===== config.mk =====
export PLATFORM = sky130hd
export DESIGN_NAME = wet_dry_mixer_mute_fade
export DESIGN_NICKNAME = d
export VERILOG_FILES = /design/src/hw/rtl/wdm_pkg.sv /design/src/hw/rtl/wdm_ctrl.sv /design/src/hw/rtl/wdm_datapath.sv /design/src/hw/rtl/wet_dry_mixer_mute_fade.sv
export SDC_FILE = /design/constraint.sdc
export NUM_CORES = 1
export LEC_CHECK = 0
export ABC_CLOCK_PERIOD_IN_PS = 8900
export BUFFER_PORTS_ARGS = -buffer_cell sky130_fd_sc_hd__buf_2
export CAP_MARGIN = 20
export CORE_ASPECT_RATIO = 0.7
export CORE_MARGIN = 8
export CORE_UTILIZATION = 63
export CTS_CLUSTER_SIZE = 30
export DETAILED_ROUTE_END_ITERATION = 16
export GPL_ROUTABILITY_DRIVEN = 0
export PLACE_DENSITY_LB_ADDON = 0.25
export RECOVER_POWER = 25
export SYNTH_ARGS = -nofsm -noshare
export SYNTH_HDL_FRONTEND = slang
export SYNTH_SLANG_ARGS = --single-unit

===== constraint.sdc =====
create_clock -name clk -period 8.9 [get_ports clk]
set_input_delay 0.445 -clock clk [delete_from_list [all_inputs] [get_ports clk]]
set_output_delay 0.445 -clock clk [all_outputs]
set_load 0.02 [all_outputs]

===== src/hw/rtl/wdm_pkg.sv =====
`default_nettype none

package wdm_pkg;

	// fixed-point setup
	localparam int FADE_STEPS     = 512;
	localparam int GAIN_FRAC_BITS = 16;
	localparam int GAIN_MAX       = 4095;
	localparam int MIX_SHIFT      = 12;
	localparam int FADE_SHIFT     = 9;
	localparam int MAX_LOG2       = 12;

	localparam int CFG_W   = 4;
	localparam int GAIN_W  = 12;
	localparam int SMP_W   = 16;
	localparam int PEAK_W  = 15;
	localparam int FADE_W  = $clog2(FADE_STEPS + 1);
	localparam int ACC_W   = GAIN_W + GAIN_FRAC_BITS;
	localparam int SLOPE_W = ACC_W + 1;
	localparam int MA_W    = SMP_W + 1;
	localparam int MB_W    = (FADE_W + 1 > GAIN_W + 1) ? FADE_W + 1 : GAIN_W + 1;
	localparam int PROD_W  = MA_W + MB_W;

	localparam int IN_W  = 88;
	localparam int OUT_W = 96;

	localparam logic [CFG_W-1:0] LOG2_RESET = 4'd6;

	// mute phase codes, as reported on mute_status
	typedef enum logic [1:0] {
		PH_PASS     = 2'd0,
		PH_FADE_OUT = 2'd1,
		PH_MUTED    = 2'd2,
		PH_FADE_IN  = 2'd3
	} mute_phase_t;

	// mute request codes
	localparam logic [1:0] REQ_MUTE   = 2'd1;
	localparam logic [1:0] REQ_UNMUTE = 2'd2;

	// meter index, also bit of clear_peaks
	localparam int PK_IN_L  = 0;
	localparam int PK_IN_R  = 1;
	localparam int PK_OUT_L = 2;
	localparam int PK_OUT_R = 3;

	// datapath commands, one per cycle
	typedef enum logic [3:0] {
		OP_IDLE,
		OP_PREP,
		OP_GAIN,
		OP_MUL_WL,
		OP_MUL_DL,
		OP_MUL_WR,
		OP_MUL_DR,
		OP_MIX_R,
		OP_FADE_R,
		OP_FINISH
	} dp_op_t;

	typedef struct packed {
		logic [4:0]        fill;
		logic [3:0]        clear_peaks;
		logic [1:0]        mute_request;
		logic [11:0]       mix_target;
		logic              block_start;
		logic signed [15:0] wet_right;
		logic signed [15:0] wet_left;
		logic signed [15:0] dry_right;
		logic signed [15:0] dry_left;
	} in_item_t;

	typedef struct packed {
		logic [1:0]         fill;
		logic [1:0]         mute_status;
		logic [14:0]        peak_out_right;
		logic [14:0]        peak_out_left;
		logic [14:0]        peak_in_right;
		logic [14:0]        peak_in_left;
		logic signed [15:0] out_right;
		logic signed [15:0] out_left;
	} out_item_t;

	function automatic logic signed [15:0] sat16(input logic signed [31:0] v);
		logic signed [15:0] r;
		if (v > 32'sd32767) begin
			r = 16'sh7fff;
		end else if (v < -32'sd32768) begin
			r = 16'sh8000;
		end else begin
			r = v[15:0];
		end
		return r;
	endfunction

	// magnitude, -32768 saturates to 32767
	function automatic logic [14:0] mag15(input logic signed [15:0] s);
		logic [15:0] n;
		logic [14:0] r;
		n = 16'(-s);
		if (s == 16'sh8000) begin
			r = 15'h7fff;
		end else if (s[15]) begin
			r = n[14:0];
		end else begin
			r = s[14:0];
		end
		return r;
	endfunction

endpackage

`default_nettype wire


===== src/hw/rtl/wdm_ctrl.sv =====
`default_nettype none

module wdm_ctrl import wdm_pkg::*; (
	input  wire logic clk,
	input  wire logic arst_n,
	input  wire logic in_acc,
	input  wire logic out_full,
	output logic      s_ready,
	output dp_op_t    op
);

	typedef enum logic [3:0] {
		S_IDLE,
		S_PREP,
		S_GAIN,
		S_MWL,
		S_MDL,
		S_MWR,
		S_MDR,
		S_MIXR,
		S_FADER,
		S_FINISH
	} state_t;

	state_t state_q;
	dp_op_t op_q;
	logic   rdy_q;

	always_ff @(posedge clk or negedge arst_n) begin
		if (!arst_n) begin
			state_q <= S_IDLE;
			op_q    <= OP_IDLE;
			rdy_q   <= 1'b1;
		end else begin
			case (state_q)
				S_IDLE: begin
					if (in_acc) begin
						state_q <= S_PREP;
						op_q    <= OP_PREP;
						rdy_q   <= 1'b0;
					end
				end
				S_PREP: begin
					state_q <= S_GAIN;
					op_q    <= OP_GAIN;
				end
				S_GAIN: begin
					state_q <= S_MWL;
					op_q    <= OP_MUL_WL;
				end
				S_MWL: begin
					state_q <= S_MDL;
					op_q    <= OP_MUL_DL;
				end
				S_MDL: begin
					state_q <= S_MWR;
					op_q    <= OP_MUL_WR;
				end
				S_MWR: begin
					state_q <= S_MDR;
					op_q    <= OP_MUL_DR;
				end
				S_MDR: begin
					state_q <= S_MIXR;
					op_q    <= OP_MIX_R;
				end
				S_MIXR: begin
					state_q <= S_FADER;
					op_q    <= OP_FADE_R;
				end
				S_FADER: begin
					state_q <= S_FINISH;
					op_q    <= OP_FINISH;
				end
				S_FINISH: begin
					// hold until the output register can take the result
					if (!out_full) begin
						state_q <= S_IDLE;
						op_q    <= OP_IDLE;
						rdy_q   <= 1'b1;
					end
				end
				default: begin
					state_q <= S_IDLE;
					op_q    <= OP_IDLE;
					rdy_q   <= 1'b1;
				end
			endcase
		end
	end

	assign s_ready = rdy_q;
	assign op      = op_q;

`ifndef SYNTHESIS
	a_ready_idle: assert property (@(posedge clk) disable iff (!arst_n)
		rdy_q |-> (op_q == OP_IDLE))
		else $error("ready while a frame is in work");

	a_accept_prep: assert property (@(posedge clk) disable iff (!arst_n)
		in_acc |=> (op_q == OP_PREP) && !rdy_q)
		else $error("accepted frame did not start");

	a_finish_done: assert property (@(posedge clk) disable iff (!arst_n)
		(op_q == OP_FINISH) && !out_full |=> rdy_q)
		else $error("finished frame did not release input");
`endif

endmodule

`default_nettype wire


===== src/hw/rtl/wdm_datapath.sv =====
`default_nettype none

module wdm_datapath import wdm_pkg::*; (
	input  wire logic             clk,
	input  wire logic             arst_n,
	input  wire logic             cfg_we,
	input  wire logic [CFG_W-1:0] cfg_wdata,
	input  wire logic             in_acc,
	input  wire logic [IN_W-1:0]  s_tdata,
	input  wire dp_op_t           op,
	input  wire logic             m_tready,
	output logic                  m_tvalid,
	output logic [OUT_W-1:0]      m_tdata,
	output logic                  out_full
);

	localparam logic [ACC_W-1:0] ACC_MAX = ACC_W'(GAIN_MAX) << GAIN_FRAC_BITS;

	// control and state
	logic [CFG_W-1:0]          log2_q;
	mute_phase_t               phase_q;
	logic [FADE_W-1:0]         fade_q;
	logic [ACC_W-1:0]          acc_q;
	logic signed [SLOPE_W-1:0] slope_q;
	logic [GAIN_W-1:0]         prev_q;
	logic [PEAK_W-1:0]         peak_q [4];
	logic                      m_tvalid_q;

	// payload
	in_item_t                  in_q;
	logic [GAIN_W-1:0]         g_q;
	logic signed [PROD_W-1:0]  prod_q;
	logic signed [PROD_W-1:0]  sum_q;
	logic signed [SMP_W-1:0]   mixl_q;
	logic signed [SMP_W-1:0]   mixr_q;
	logic signed [SMP_W-1:0]   ol_q;
	logic [OUT_W-1:0]          m_tdata_q;

	logic [CFG_W-1:0]          lsh;
	logic signed [GAIN_W:0]    diff;
	logic signed [SLOPE_W-1:0] slope_new;
	logic signed [ACC_W+1:0]   acc_sum;
	logic [ACC_W-1:0]          acc_next;
	logic signed [MA_W-1:0]    ma;
	logic signed [MB_W-1:0]    mb;
	logic signed [PROD_W-1:0]  mul;
	logic signed [PROD_W:0]    mix_sum;
	logic signed [SMP_W-1:0]   mix_sat;
	logic signed [SMP_W-1:0]   fade_sat;
	logic signed [SMP_W-1:0]   or_val;
	logic [PEAK_W-1:0]         pk_ol;
	logic [PEAK_W-1:0]         pk_or;
	logic [PEAK_W-1:0]         mag_ol;
	logic [PEAK_W-1:0]         mag_or;
	logic [PEAK_W-1:0]         mag_dl;
	logic [PEAK_W-1:0]         mag_dr;
	mute_phase_t               phase_next;
	logic [FADE_W-1:0]         fade_next;
	logic [FADE_W-1:0]         fade_dec;
	logic [FADE_W-1:0]         fade_inc;
	logic                      fin;
	out_item_t                 res;

	// gain slope: (target - previous) scaled, arithmetic shift by log2 of block length
	assign lsh       = (log2_q > CFG_W'(MAX_LOG2)) ? CFG_W'(MAX_LOG2) : log2_q;
	assign diff      = $signed({1'b0, in_q.mix_target}) - $signed({1'b0, prev_q});
	assign slope_new = $signed({diff, {GAIN_FRAC_BITS{1'b0}}}) >>> lsh;

	// accumulator step with clamp to the gain range
	assign acc_sum = $signed({2'b00, acc_q}) + $signed({slope_q[SLOPE_W-1], slope_q});
	always_comb begin
		if (acc_sum < 0) begin
			acc_next = '0;
		end else if (acc_sum > $signed({2'b00, ACC_MAX})) begin
			acc_next = ACC_MAX;
		end else begin
			acc_next = acc_sum[ACC_W-1:0];
		end
	end

	// shared multiplier operand select
	always_comb begin
		ma = '0;
		mb = '0;
		case (op)
			OP_MUL_WL: begin
				ma = MA_W'(in_q.wet_left);
				mb = MB_W'(g_q);
			end
			OP_MUL_DL: begin
				ma = MA_W'(in_q.dry_left);
				mb = MB_W'(GAIN_W'(GAIN_MAX) - g_q);
			end
			OP_MUL_WR: begin
				ma = MA_W'(in_q.wet_right);
				mb = MB_W'(g_q);
			end
			OP_MUL_DR: begin
				ma = MA_W'(in_q.dry_right);
				mb = MB_W'(GAIN_W'(GAIN_MAX) - g_q);
			end
			OP_MIX_R: begin
				ma = MA_W'(mixl_q);
				mb = MB_W'(fade_q);
			end
			OP_FADE_R: begin
				ma = MA_W'(mixr_q);
				mb = MB_W'(fade_q);
			end
			default: begin
				ma = '0;
				mb = '0;
			end
		endcase
	end

	assign mul      = ma * mb;
	assign mix_sum  = $signed({sum_q[PROD_W-1], sum_q}) + $signed({prod_q[PROD_W-1], prod_q});
	assign mix_sat  = sat16(32'(mix_sum >>> MIX_SHIFT));
	assign fade_sat = sat16(32'(prod_q >>> FADE_SHIFT));

	always_comb begin
		case (phase_q)
			PH_PASS:  or_val = mixr_q;
			PH_MUTED: or_val = '0;
			default:  or_val = fade_sat;
		endcase
	end

	assign mag_dl = mag15(in_q.dry_left);
	assign mag_dr = mag15(in_q.dry_right);
	assign mag_ol = mag15(ol_q);
	assign mag_or = mag15(or_val);
	assign pk_ol  = (mag_ol > peak_q[PK_OUT_L]) ? mag_ol : peak_q[PK_OUT_L];
	assign pk_or  = (mag_or > peak_q[PK_OUT_R]) ? mag_or : peak_q[PK_OUT_R];

	// fade count advance after the frame
	assign fade_dec = (fade_q != '0) ? fade_q - 1'b1 : fade_q;
	assign fade_inc = fade_q + 1'b1;
	always_comb begin
		phase_next = phase_q;
		fade_next  = fade_q;
		case (phase_q)
			PH_FADE_OUT: begin
				fade_next = fade_dec;
				if (fade_dec == '0) begin
					phase_next = PH_MUTED;
				end
			end
			PH_FADE_IN: begin
				fade_next = fade_inc;
				if (fade_inc >= FADE_W'(FADE_STEPS)) begin
					phase_next = PH_PASS;
					fade_next  = '0;
				end
			end
			default: begin
				phase_next = phase_q;
				fade_next  = fade_q;
			end
		endcase
	end

	assign fin = (op == OP_FINISH) && !out_full;

	always_comb begin
		res                = '0;
		res.out_left       = ol_q;
		res.out_right      = or_val;
		res.peak_in_left   = peak_q[PK_IN_L];
		res.peak_in_right  = peak_q[PK_IN_R];
		res.peak_out_left  = pk_ol;
		res.peak_out_right = pk_or;
		res.mute_status    = phase_next;
	end

	always_ff @(posedge clk or negedge arst_n) begin
		if (!arst_n) begin
			log2_q     <= LOG2_RESET;
			phase_q    <= PH_MUTED;
			fade_q     <= '0;
			acc_q      <= '0;
			slope_q    <= '0;
			prev_q     <= '0;
			peak_q     <= '{default: '0};
			m_tvalid_q <= 1'b0;
		end else begin
			if (cfg_we) begin
				log2_q <= cfg_wdata;
			end
			if (fin) begin
				m_tvalid_q <= 1'b1;
			end else if (m_tvalid_q && m_tready) begin
				m_tvalid_q <= 1'b0;
			end
			case (op)
				OP_PREP: begin
					// mute request acts before the frame is scaled
					if (phase_q == PH_PASS && in_q.mute_request == REQ_MUTE) begin
						phase_q <= PH_FADE_OUT;
						fade_q  <= FADE_W'(FADE_STEPS);
					end else if (phase_q == PH_MUTED && in_q.mute_request == REQ_UNMUTE) begin
						phase_q <= PH_FADE_IN;
						fade_q  <= '0;
					end
					if (mag_dl > peak_q[PK_IN_L]) begin
						peak_q[PK_IN_L] <= mag_dl;
					end
					if (mag_dr > peak_q[PK_IN_R]) begin
						peak_q[PK_IN_R] <= mag_dr;
					end
					if (in_q.block_start) begin
						acc_q   <= {prev_q, {GAIN_FRAC_BITS{1'b0}}};
						slope_q <= slope_new;
						prev_q  <= in_q.mix_target;
					end
				end
				OP_GAIN: begin
					acc_q <= acc_next;
				end
				OP_FINISH: begin
					if (fin) begin
						phase_q    <= phase_next;
						fade_q     <= fade_next;
						peak_q[PK_IN_L]  <= in_q.clear_peaks[PK_IN_L]  ? '0 : peak_q[PK_IN_L];
						peak_q[PK_IN_R]  <= in_q.clear_peaks[PK_IN_R]  ? '0 : peak_q[PK_IN_R];
						peak_q[PK_OUT_L] <= in_q.clear_peaks[PK_OUT_L] ? '0 : pk_ol;
						peak_q[PK_OUT_R] <= in_q.clear_peaks[PK_OUT_R] ? '0 : pk_or;
					end
				end
				default: begin
				end
			endcase
		end
	end

	always_ff @(posedge clk) begin
		if (in_acc) begin
			in_q <= in_item_t'(s_tdata);
		end
		case (op)
			OP_GAIN: begin
				g_q <= acc_q[ACC_W-1:GAIN_FRAC_BITS];
			end
			OP_MUL_WL: begin
				prod_q <= mul;
			end
			OP_MUL_DL: begin
				prod_q <= mul;
				sum_q  <= prod_q;
			end
			OP_MUL_WR: begin
				prod_q <= mul;
				mixl_q <= mix_sat;
			end
			OP_MUL_DR: begin
				prod_q <= mul;
				sum_q  <= prod_q;
			end
			OP_MIX_R: begin
				prod_q <= mul;
				mixr_q <= mix_sat;
			end
			OP_FADE_R: begin
				prod_q <= mul;
				case (phase_q)
					PH_PASS:  ol_q <= mixl_q;
					PH_MUTED: ol_q <= '0;
					default:  ol_q <= fade_sat;
				endcase
			end
			OP_FINISH: begin
				if (fin) begin
					m_tdata_q <= res;
				end
			end
			default: begin
			end
		endcase
	end

	assign m_tvalid = m_tvalid_q;
	assign m_tdata  = m_tdata_q;
	assign out_full = m_tvalid_q && !m_tready;

endmodule

`default_nettype wire


===== src/hw/rtl/wet_dry_mixer_mute_fade.sv =====
`default_nettype none

// Wet/dry stereo crossfade mixer with mute ramp and peak meters. Each request on the
// input stream is one frame; the block returns exactly one result frame for it. Both
// channels are mixed as (wet*g + dry*(4095-g))>>12 and saturated, where the wet gain
// g slides linearly from the previous target to mix_target over 2^log2_block_frames
// frames after each block_start frame. The mute machine comes out of reset muted:
// send mute_request 2 to fade in over 512 frames, 1 to fade out. Peak meters of the
// dry inputs and of the outputs are reported with every frame and cleared per
// clear_peaks bit after the report. A frame is accepted while idle and then steps
// through prep, gain, the four mix products, the two fade products and finish, which
// holds until the output is drained; the single shared 17x13 multiplier does those
// products one after the other. A finished result waits in the output register
// while the next frame is taken in. Write log2_block_frames only while idle.
module wet_dry_mixer_mute_fade import wdm_pkg::*; (
	input  wire logic             clk,
	input  wire logic             arst_n,
	// log2_block_frames
	input  wire logic             cfg_we,
	input  wire logic [CFG_W-1:0] cfg_wdata,
	input  wire logic             s_tvalid,
	output logic                  s_tready,
	// from bit 0: dry_left 16, dry_right 16, wet_left 16, wet_right 16,
	// block_start 1, mix_target 12, mute_request 2, clear_peaks 4, zero fill 5
	input  wire logic [IN_W-1:0]  s_tdata,
	output logic                  m_tvalid,
	input  wire logic             m_tready,
	// from bit 0: out_left 16, out_right 16, peak_in_left 15, peak_in_right 15,
	// peak_out_left 15, peak_out_right 15, mute_status 2, zero fill 2
	output logic [OUT_W-1:0]      m_tdata
);

	logic   in_acc;
	logic   out_full;
	dp_op_t op;

	// a frame is taken when the sequencer is idle
	assign in_acc = s_tvalid && s_tready;

	// sequencer: steps the datapath through one frame
	wdm_ctrl u_ctrl (
		.clk      (clk),
		.arst_n   (arst_n),
		.in_acc   (in_acc),
		.out_full (out_full),
		.s_ready  (s_tready),
		.op       (op)
	);

	// gain ramp, shared multiplier, mute scaling, meters and output register
	wdm_datapath u_dp (
		.clk       (clk),
		.arst_n    (arst_n),
		.cfg_we    (cfg_we),
		.cfg_wdata (cfg_wdata),
		.in_acc    (in_acc),
		.s_tdata   (s_tdata),
		.op        (op),
		.m_tready  (m_tready),
		.m_tvalid  (m_tvalid),
		.m_tdata   (m_tdata),
		.out_full  (out_full)
	);

endmodule

`default_nettype wire

After elaboration in Yosys (flattened, before gate mapping)
Cells that the tools add are included.

Logic and storage cells: 163. Output and inout bits: 98. Register bits: 448. Bits of input ports: 97.

$lt $le $gt $ge: 12. $mul: 1. Reductions and logical operators: 29. Add/subtract/negate cells: 10. Muxes and demuxes: 53. Bitwise gates (word level): 1. Shift-type cells: 1. Equality and inequality tests: 28.

Operators by type and width (count): two-way mux 15 bit (16); one-hot mux 17 bit (6 select lines) (1); two-way mux 28 bit (3); == test 16 bit, second input constant (4); two-way mux 16 bit (4); one-hot mux 16 bit (2 select lines) (2); > comparator 15 bit (4); two-way mux 60 bit (1); negator 15 bit (4); one-hot mux 30 bit (2 select lines) (1); one-hot mux 28 bit (2 select lines) (1); two-way mux 10 bit (5); one-hot mux 10 bit (2 select lines) (2); one-hot mux 4 bit (10 select lines) (1); one-hot mux 13 bit (3 select lines) (1); adder 30 x 30 -> 31 bit (1); adder 29 x 29 -> 30 bit (1); > comparator 30 x 29 -> 1 bit, second input constant (1); < comparator 30 x 1 -> 1 bit, second input constant (1); multiplier 17 x 13 -> 30 bit (1); >>> shifter 29 x 4 -> 29 bit (1); > comparator 21 x 16 -> 1 bit, second input constant (1); < comparator 21 x 16 -> 1 bit, second input constant (1); > comparator 19 x 16 -> 1 bit, second input constant (1); other kinds (36) (76).

Depth between registers and ports, before layout
Gate-level depths: netlist of run 1.

Depth in word-level cells: 12. Mapped depth: 31. Gate-level depth less buffers: 28.

Modules after synthesis
A second synthesis of run 1 with hierarchy kept.

Cells, all modules: 3065. Area total of the unflattened synthesis: 31108.6 um^2.

By module, submodules not included: wdm_datapath (times used 1, area each 30852.1 um^2, sequential area each 12525.8 um^2, cells an instance 3039); wdm_ctrl (times used 1, area each 250.2 um^2, sequential area each 126.4 um^2, cells an instance 25); wet_dry_mixer_mute_fade (times used 1, area each 6.3 um^2, sequential area each 0.0 um^2, cells an instance 1).

Worst setup path after synthesis of run 1
Ideal clock, no wire load.

Path type: register -> register. From: register, netlist name u_ctrl.state_q[2]. To: register u_dp.prod_q[29] (data pin). Buffers on the path: 2. Period minus slack after synthesis: 7.658 ns. Cell stages (with the launch flop): 27. Arrival time: 7.398 ns. Required time: 8.640 ns. Slack: 1.242 ns. Library setup time: 0.260 ns. Cell sequence: dfrtp_1 > clkbuf_1 > nand2b_1 > nor2_1 > clkbuf_1 > nand2_1 > nand4_1 > nand2_1 > fa_1 > fa_1 > inv_1 > fa_1 > fa_1 > inv_1 > fa_1 > inv_1 > ha_1 > a21o_1 > a21o_1 > a21o_1 > a21oi_1 > o21ai_0 > o211ai_1 > a21oi_1 > a2111o_1 > a21oi_1 > xnor2_1.

RTL lines: to (signal assigned) (RTL line wdm_datapath.sv:246) `prod_q <= mul;`; to (signal assigned) (RTL line wdm_datapath.sv:249) `prod_q <= mul;`; to (signal assigned) (RTL line wdm_datapath.sv:253) `prod_q <= mul;`; to (decl) (RTL line wdm_datapath.sv:32) `logic signed [PROD_W-1:0] prod_q;`.

==> results of run 1 <==
-- layer usage --
layer / track usage / wire length [um] / up-vias
met5: 0 / 0 / -
met4: 0.0925 / 2760 / 0
met1: 0.418 / 34800 / 12100
met3: 0.0608 / 9760 / 220
met2: 0.427 / 35800 / 1420
li1: - / - / 11200
-- sequential cells by signal, summed over array words and instances (netlist names) --
name	cells
u_dp.m_tdata	94
u_dp.in_q	83
u_dp.peak_q	60
u_dp.prod_q	30
u_dp.sum_q	30
u_dp.slope_q	28
u_dp.acc_q	27
u_dp.mixl_q	16
u_dp.mixr_q	16
u_dp.ol_q	16
u_dp.g_q	12
u_dp.prev_q	12
u_dp.fade_q	10
u_ctrl.state_q	4
u_dp.log2_q	4
u_dp.phase_q	2
u_ctrl.s_ready	1
u_dp.m_tvalid	1
-- worst register-to-register path, stage by stage (launching register included) --
cell and delay (ns):
dfrtp_1 0.77, nand2_1 0.23, nor2_1 0.62, a22oi_1 0.20, nor2_1 0.17, a21o_1 0.47, nand2_1 0.17, fa_1 0.50
fa_1 0.56, inv_1 0.05, fa_1 0.47, fa_1 0.55, inv_1 0.06, fa_1 0.54, inv_1 0.05, ha_1 0.36
a21o_1 0.19, a21o_1 0.17, a21o_1 0.20, a21oi_1 0.21, o21ai_0 0.22, o211ai_1 0.32, a21oi_1 0.15, a2111o_1 0.39
a21oi_1 0.17, xnor2_1 0.08
-- path summary, 6_finish.rpt --
kind,cells past startpoint,end,start
worst max-delay path,25,u_dp.prod_q[29],u_ctrl.state_q[0]
max in group asynchronous,2,u_dp.peak_q[47],arst_n
worst min register to register,0,u_dp.sum_q[2],u_dp.prod_q[2]
worst min-delay path,1,u_dp.in_q[62],s_tdata[62]
worst max register to register,25,u_dp.prod_q[29],u_ctrl.state_q[0]
min in group asynchronous,2,u_dp.log2_q[0],arst_n
-- final cells by class --
class | instances | share of cell area
antenna | 1 | 0.0000720
inverter | 371 | 0.0402
clock inverter | 30 | 0.0133
clock buffer | 52 | 0.0341
timing repair buffer | 242 | 0.0396
sequential | 446 | 0.364
tap | 665 | 0.0239
multi-input combinational | 2170 | 0.485
-- metrics by stage --
stage	instances	area (um^2)	hold WS, ns	setup WS, ns	util
after detailed placement	3875	32900	0.451	0.940	0.669
after floorplan	3121	31400	0.149	1.24	-
after global routing	3977	34700	0.00284	0.396	0.705
after CTS	3971	34700	0.000250	0.882	0.705
final	3977	34700	0.0201	0.757	0.705
after global placement	3874	32900	0.441	1.09	0.669
-- cell usage in the layout, fill, tap and decap left out, types with 17 or more instances in the layout --
cell       count
edfxtp_1     297
fa_1         183
a22o_1        64
nand3_1       39
mux2i_1       43
buf_2        164
buf_4         40
nor3_1        37
nand2_1      361
a21o_1        46
a31oi_1       26
and4_1        17
or3_1         29
clkbuf_1      28
xnor2_1       63
nor2_1       242
o21a_1        31
o211ai_1      25
o21ai_0      158
a21oi_1      114
a22oi_1       43
ha_1         202
mux2_2        35
clkbuf_16     46
inv_1        369
nand2b_1      34
and2_1        22
a211oi_1      23
nor2b_1       33
dfrtp_1      145
nand4_1       29
xor2_1        52
o31ai_1       23
-- cell families (layout without fill, tap and decap cells) --
kind of cell,after synthesis,count (layout),share of synthesized area
compound gates,673,673,0.145
xor+xnor,115,115,0.0321
buf+inv,505,695,0.0612
mux,78,78,0.0263
other cells,1,3,0.000120
flops,446,446,0.403
simple gates,917,917,0.134
fa+ha+maj,385,385,0.197
==> run summary, run 1 <==
Status - finished, violations left
Failing checks - capacitance limit, slew limit
Max_cap viols - 1
Slew Limit Fails - 102
First drt pass iteration count - 6
Number of global-route vias before repair - 24.4k
CTS root buf - clkbuf_16
DRC - 0
Initial antenna violation count - 1
Synth warn - 0
Area grow syn2layout - 10.8%
Routed wire length - 83.1 mm
Final Cycle Share - 0.915
Vias per cell - 6.26
Post-CTS Setup Repair Bufs - 0
Total die area - 57300 um^2
Min-Delay Path Class - primary input to flip-flop
Grt ovf - 0
WL/cell - 20.9 um
Sequential-to-total area share from yosys stat - 0.403
WP data required - 9.22 ns
Final nets - 3757
RSZ-0062 raised after global routing - no
CTS tree - built
Relative slew slack - -2.72
Synth cell count leaders - inv_1, nand2_1, edfxtp_1, nor2_1, ha_1
Fraction of layout cells with a size suffix above 1 - 0.111
Die height - 203 um
Max incr delay on CP - 0.77 ns
Filler cell count - 3570
R2R setup slack - 0.76 ns
I/O pin total - 195
Via count - 24.9k
DRT antenna net count - 0
Critical path class - flip-flop to flip-flop
Clk_lat worst skew - 0.60 ns
Ranking of synthesized cells by area - edfxtp_1, fa_1, dfrtp_1, ha_1, inv_1
Worst Tran Pin Value - 5.58 ns
Slowest stage cell, crit path - dfrtp_1
Post-layout min period - 8.14 ns
#FFs+latches synth - 446
Clk sinks - 446
H-tree Lvls - 2
Largest net degree at the start of global routing - 102
DR iter-0 viols - 2999
Num CTS Buffers - 44
Hold_buf cts - 14
Setup_tns - 0 ns
Multi-input gate area - 16800 um^2
Worst Path Arrival - 8.46 ns
Cell row count - 68
Mapped Avg Cell Area - 10.1 um^2
CP endpoint kind - flip-flop
Crit Path Max Fanout - 21
Die width - 283 um
F_max - 123 MHz
Core box area - 49300 um^2
Reg area - 12700 um^2
Final setup fails - 0
Critical Path Source Type - flip-flop
Most frequent CP cell - fa_1
Area of the mapped netlist - 31400 um^2
Commonest register cell after synthesis - edfxtp_1
WP buf/inv - 3
EDFF count, synth - 297
Most frequent cell after synthesis - inv_1
Port-buffer cells - 187
All-Layer GR Usage - 0.287
Final Hold Fails - 0
First-pass GRT wire length - 131 mm
Dpl hpwl - 63.2 mm
Area leader, netlist - edfxtp_1
Synth top area share - 0.284
Cell family with most CP delay - adder cells
Reg clk slew, reported paths - 0.06 ns
Max Clock Skew - 0.0339 ns
Cell variety after synth - 84
Syn Inst Count - 3120
Post-CTS sizing - 0
Initial Utilization - 0.637
Fraction of synthesis flops using an asynchronous set or reset pin - 0.334
CTS max path bufs - 3
Power of run 1 is not shown: default switching activity piles up to over one toggle a cycle in this logic, so the estimate is an artifact.
==> inputs of run 2 (changes only) <==
--- a/config.mk
+++ b/config.mk
@@ -8,9 +8,11 @@
 export ABC_CLOCK_PERIOD_IN_PS = 8900
 export BUFFER_PORTS_ARGS = -buffer_cell sky130_fd_sc_hd__buf_2
 export CAP_MARGIN = 20
+export CELL_PAD_IN_SITES_DETAIL_PLACEMENT = 1
+export CELL_PAD_IN_SITES_GLOBAL_PLACEMENT = 1
 export CORE_ASPECT_RATIO = 0.7
 export CORE_MARGIN = 8
-export CORE_UTILIZATION = 63
+export CORE_UTILIZATION = 49
 export CTS_CLUSTER_SIZE = 30
 export DETAILED_ROUTE_END_ITERATION = 16
 export GPL_ROUTABILITY_DRIVEN = 0
==> run 2 against run 1 <==
The run still ends with capacitance limit, slew limit left. Hold slack hardly changed. Sequential share of layout area decreased by 0.45 points. Global-route usage down 1.8 points. Cell area is 1.3% higher. Non-clock buffer count up 32. Setup slack lost 0.32 ns. Count of clock-buffer cells in the layout rose by 13. Critical endpoint unchanged.
==> run summary, run 2 (same netlist as run 1, synthesis figures left out) <==
CP endpoint kind - flip-flop
Setup_tns - 0 ns
Post-layout min period - 8.46 ns
Final Hold Fails - 0
Fraction of layout cells with a size suffix above 1 - 0.104
Grt ovf - 0
Most common cell after layout, fill and taps aside - inv_1
Worst Tran Pin Value - 3.25 ns
First drt pass iteration count - 5
WP data required - 9.21 ns
Max FFs per register - 94
Most frequent cells in the layout - inv_1, nand2_1, edfxtp_1
Crit Path Max Fanout - 21
Largest net degree at the start of global routing - 67
Reg2reg start - u_ctrl.state_q[0]
Initial Utilization - 0.496
Routed wire length - 99.9 mm
Critical Path Source Type - flip-flop
R2R setup slack - 0.44 ns
RSZ-0062 raised after global routing - no
Filler cell count - 6969
Initial antenna violation count - 1
CTS max path bufs - 3
F_max - 118 MHz
Final setup fails - 0
R2R cell count - 24
Relative slew slack - -1.16
Port-buffer cells - 187
Max_cap viols - 2
DRT antenna net count - 0
Slew Limit Fails - 98
Reg-to-Reg End - u_dp.prod_q[29]
I/O pin total - 195
Core box area - 63200 um^2
Hold Crit Depth - 1
Clk_lat worst skew - 0.62 ns
Dpl hpwl - 75.6 mm
Post-layout worst setup margin - 0.441 ns
Total die area - 72500 um^2
Min-Delay Path Class - primary input to flip-flop
Via count - 25.3k
DRC - 0
Status - finished, violations left
Die width - 318 um
Placed inst area - 33200 um^2
CTS root buf - clkbuf_16
Final nets - 3792
H-tree Lvls - 2
Final instance area - 35200 um^2
Area grow syn2layout - 12.2%
Cell row count - 77
All-Layer GR Usage - 0.269
Number of global-route vias before repair - 27.0k
Worst Path Arrival - 8.77 ns
Final Util - 0.557
Failing checks - capacitance limit, slew limit
WL/cell - 23.9 um
Placement Setup Slack - 0.718 ns
Num CTS Buffers - 47
Clk sinks - 446
Final Cycle Share - 0.950
Vias per cell - 6.06
Die height - 228 um
Reg clk slew, reported paths - 0.07 ns
First-pass GRT wire length - 157 mm
Hold Path Sink - u_dp.in_q[19]
CTS tree - built
Worst min-delay path startpoint - s_tdata[19]
Post-CTS sizing - 0
DR iter-0 viols - 2243
Critical path class - flip-flop to flip-flop
Max Clock Skew - 0.0439 ns
[run 2: repair_timing]
item	in CTS	in global routing
endpoints found under the hold margin	78	0
hold buffers	43	0
buffers inserted	0	0
[run 2: layer usage]
layer	wire, um	vias to the layer above	GRT usage
li1	-	11300	-
met1	44100	12900	0.380
met2	45300	1002	0.429
met3	7990	164	0.0466
met4	2490	0	0.0686
met5	0	-	0
[run 2: how the worst max path moves through the flow]
stage,startpoint,to
2_1_floorplan,u_ctrl.state_q[2],u_dp.prod_q[29]
3_3_place_gp,u_ctrl.state_q[0],u_dp.prod_q[29]
3_5_place_dp,u_ctrl.state_q[0],u_dp.prod_q[29]
4_1_cts,u_ctrl.state_q[0],u_dp.prod_q[29]
5_1_grt,u_ctrl.state_q[0],u_dp.prod_q[29]
6_report,u_ctrl.state_q[0],u_dp.prod_q[29]
[run 2: area by class of cell]
class / count / area (um^2) / area share
Inverter: 371 / 1400 / 0.0397
Tap cell: 829 / 1040 / 0.0295
Clock inverter: 22 / 218 / 0.00619
Timing Repair Buffer: 274 / 1660 / 0.0471
Sequential cell: 446 / 12700 / 0.360
Multi-Input combinational cell: 2170 / 16800 / 0.479
Clock buffer: 65 / 1380 / 0.0391
Antenna cell: 1 / 2.50 / 0.0000711
[run 2: critical path, stage by stage, from the launching register on]
cell	delay [ns]
dfrtp_1	0.78
nand2_1	0.24
nor2_1	0.61
a22oi_1	0.19
o21ai_1	0.68
nand2_1	0.19
fa_1	0.57
fa_1	0.56
inv_1	0.07
fa_1	0.49
fa_1	0.55
inv_1	0.05
fa_1	0.55
inv_1	0.05
ha_1	0.37
a21o_1	0.19
a21o_1	0.18
a21o_1	0.20
a21oi_1	0.20
o21ai_0	0.25
o211ai_1	0.35
a21oi_1	0.13
a2111o_1	0.39
a21oi_1	0.19
xnor2_1	0.11
[run 2: per-stage QoR]
stage,cells,hold slack [ns]
after floorplan,3121,0.149
after global placement,4042,0.387
after detailed placement,4043,0.393
after CTS,4173,0.00134
after global routing,4178,0.00262
final,4178,0.0196
Power of run 2 is left out for the same reason.
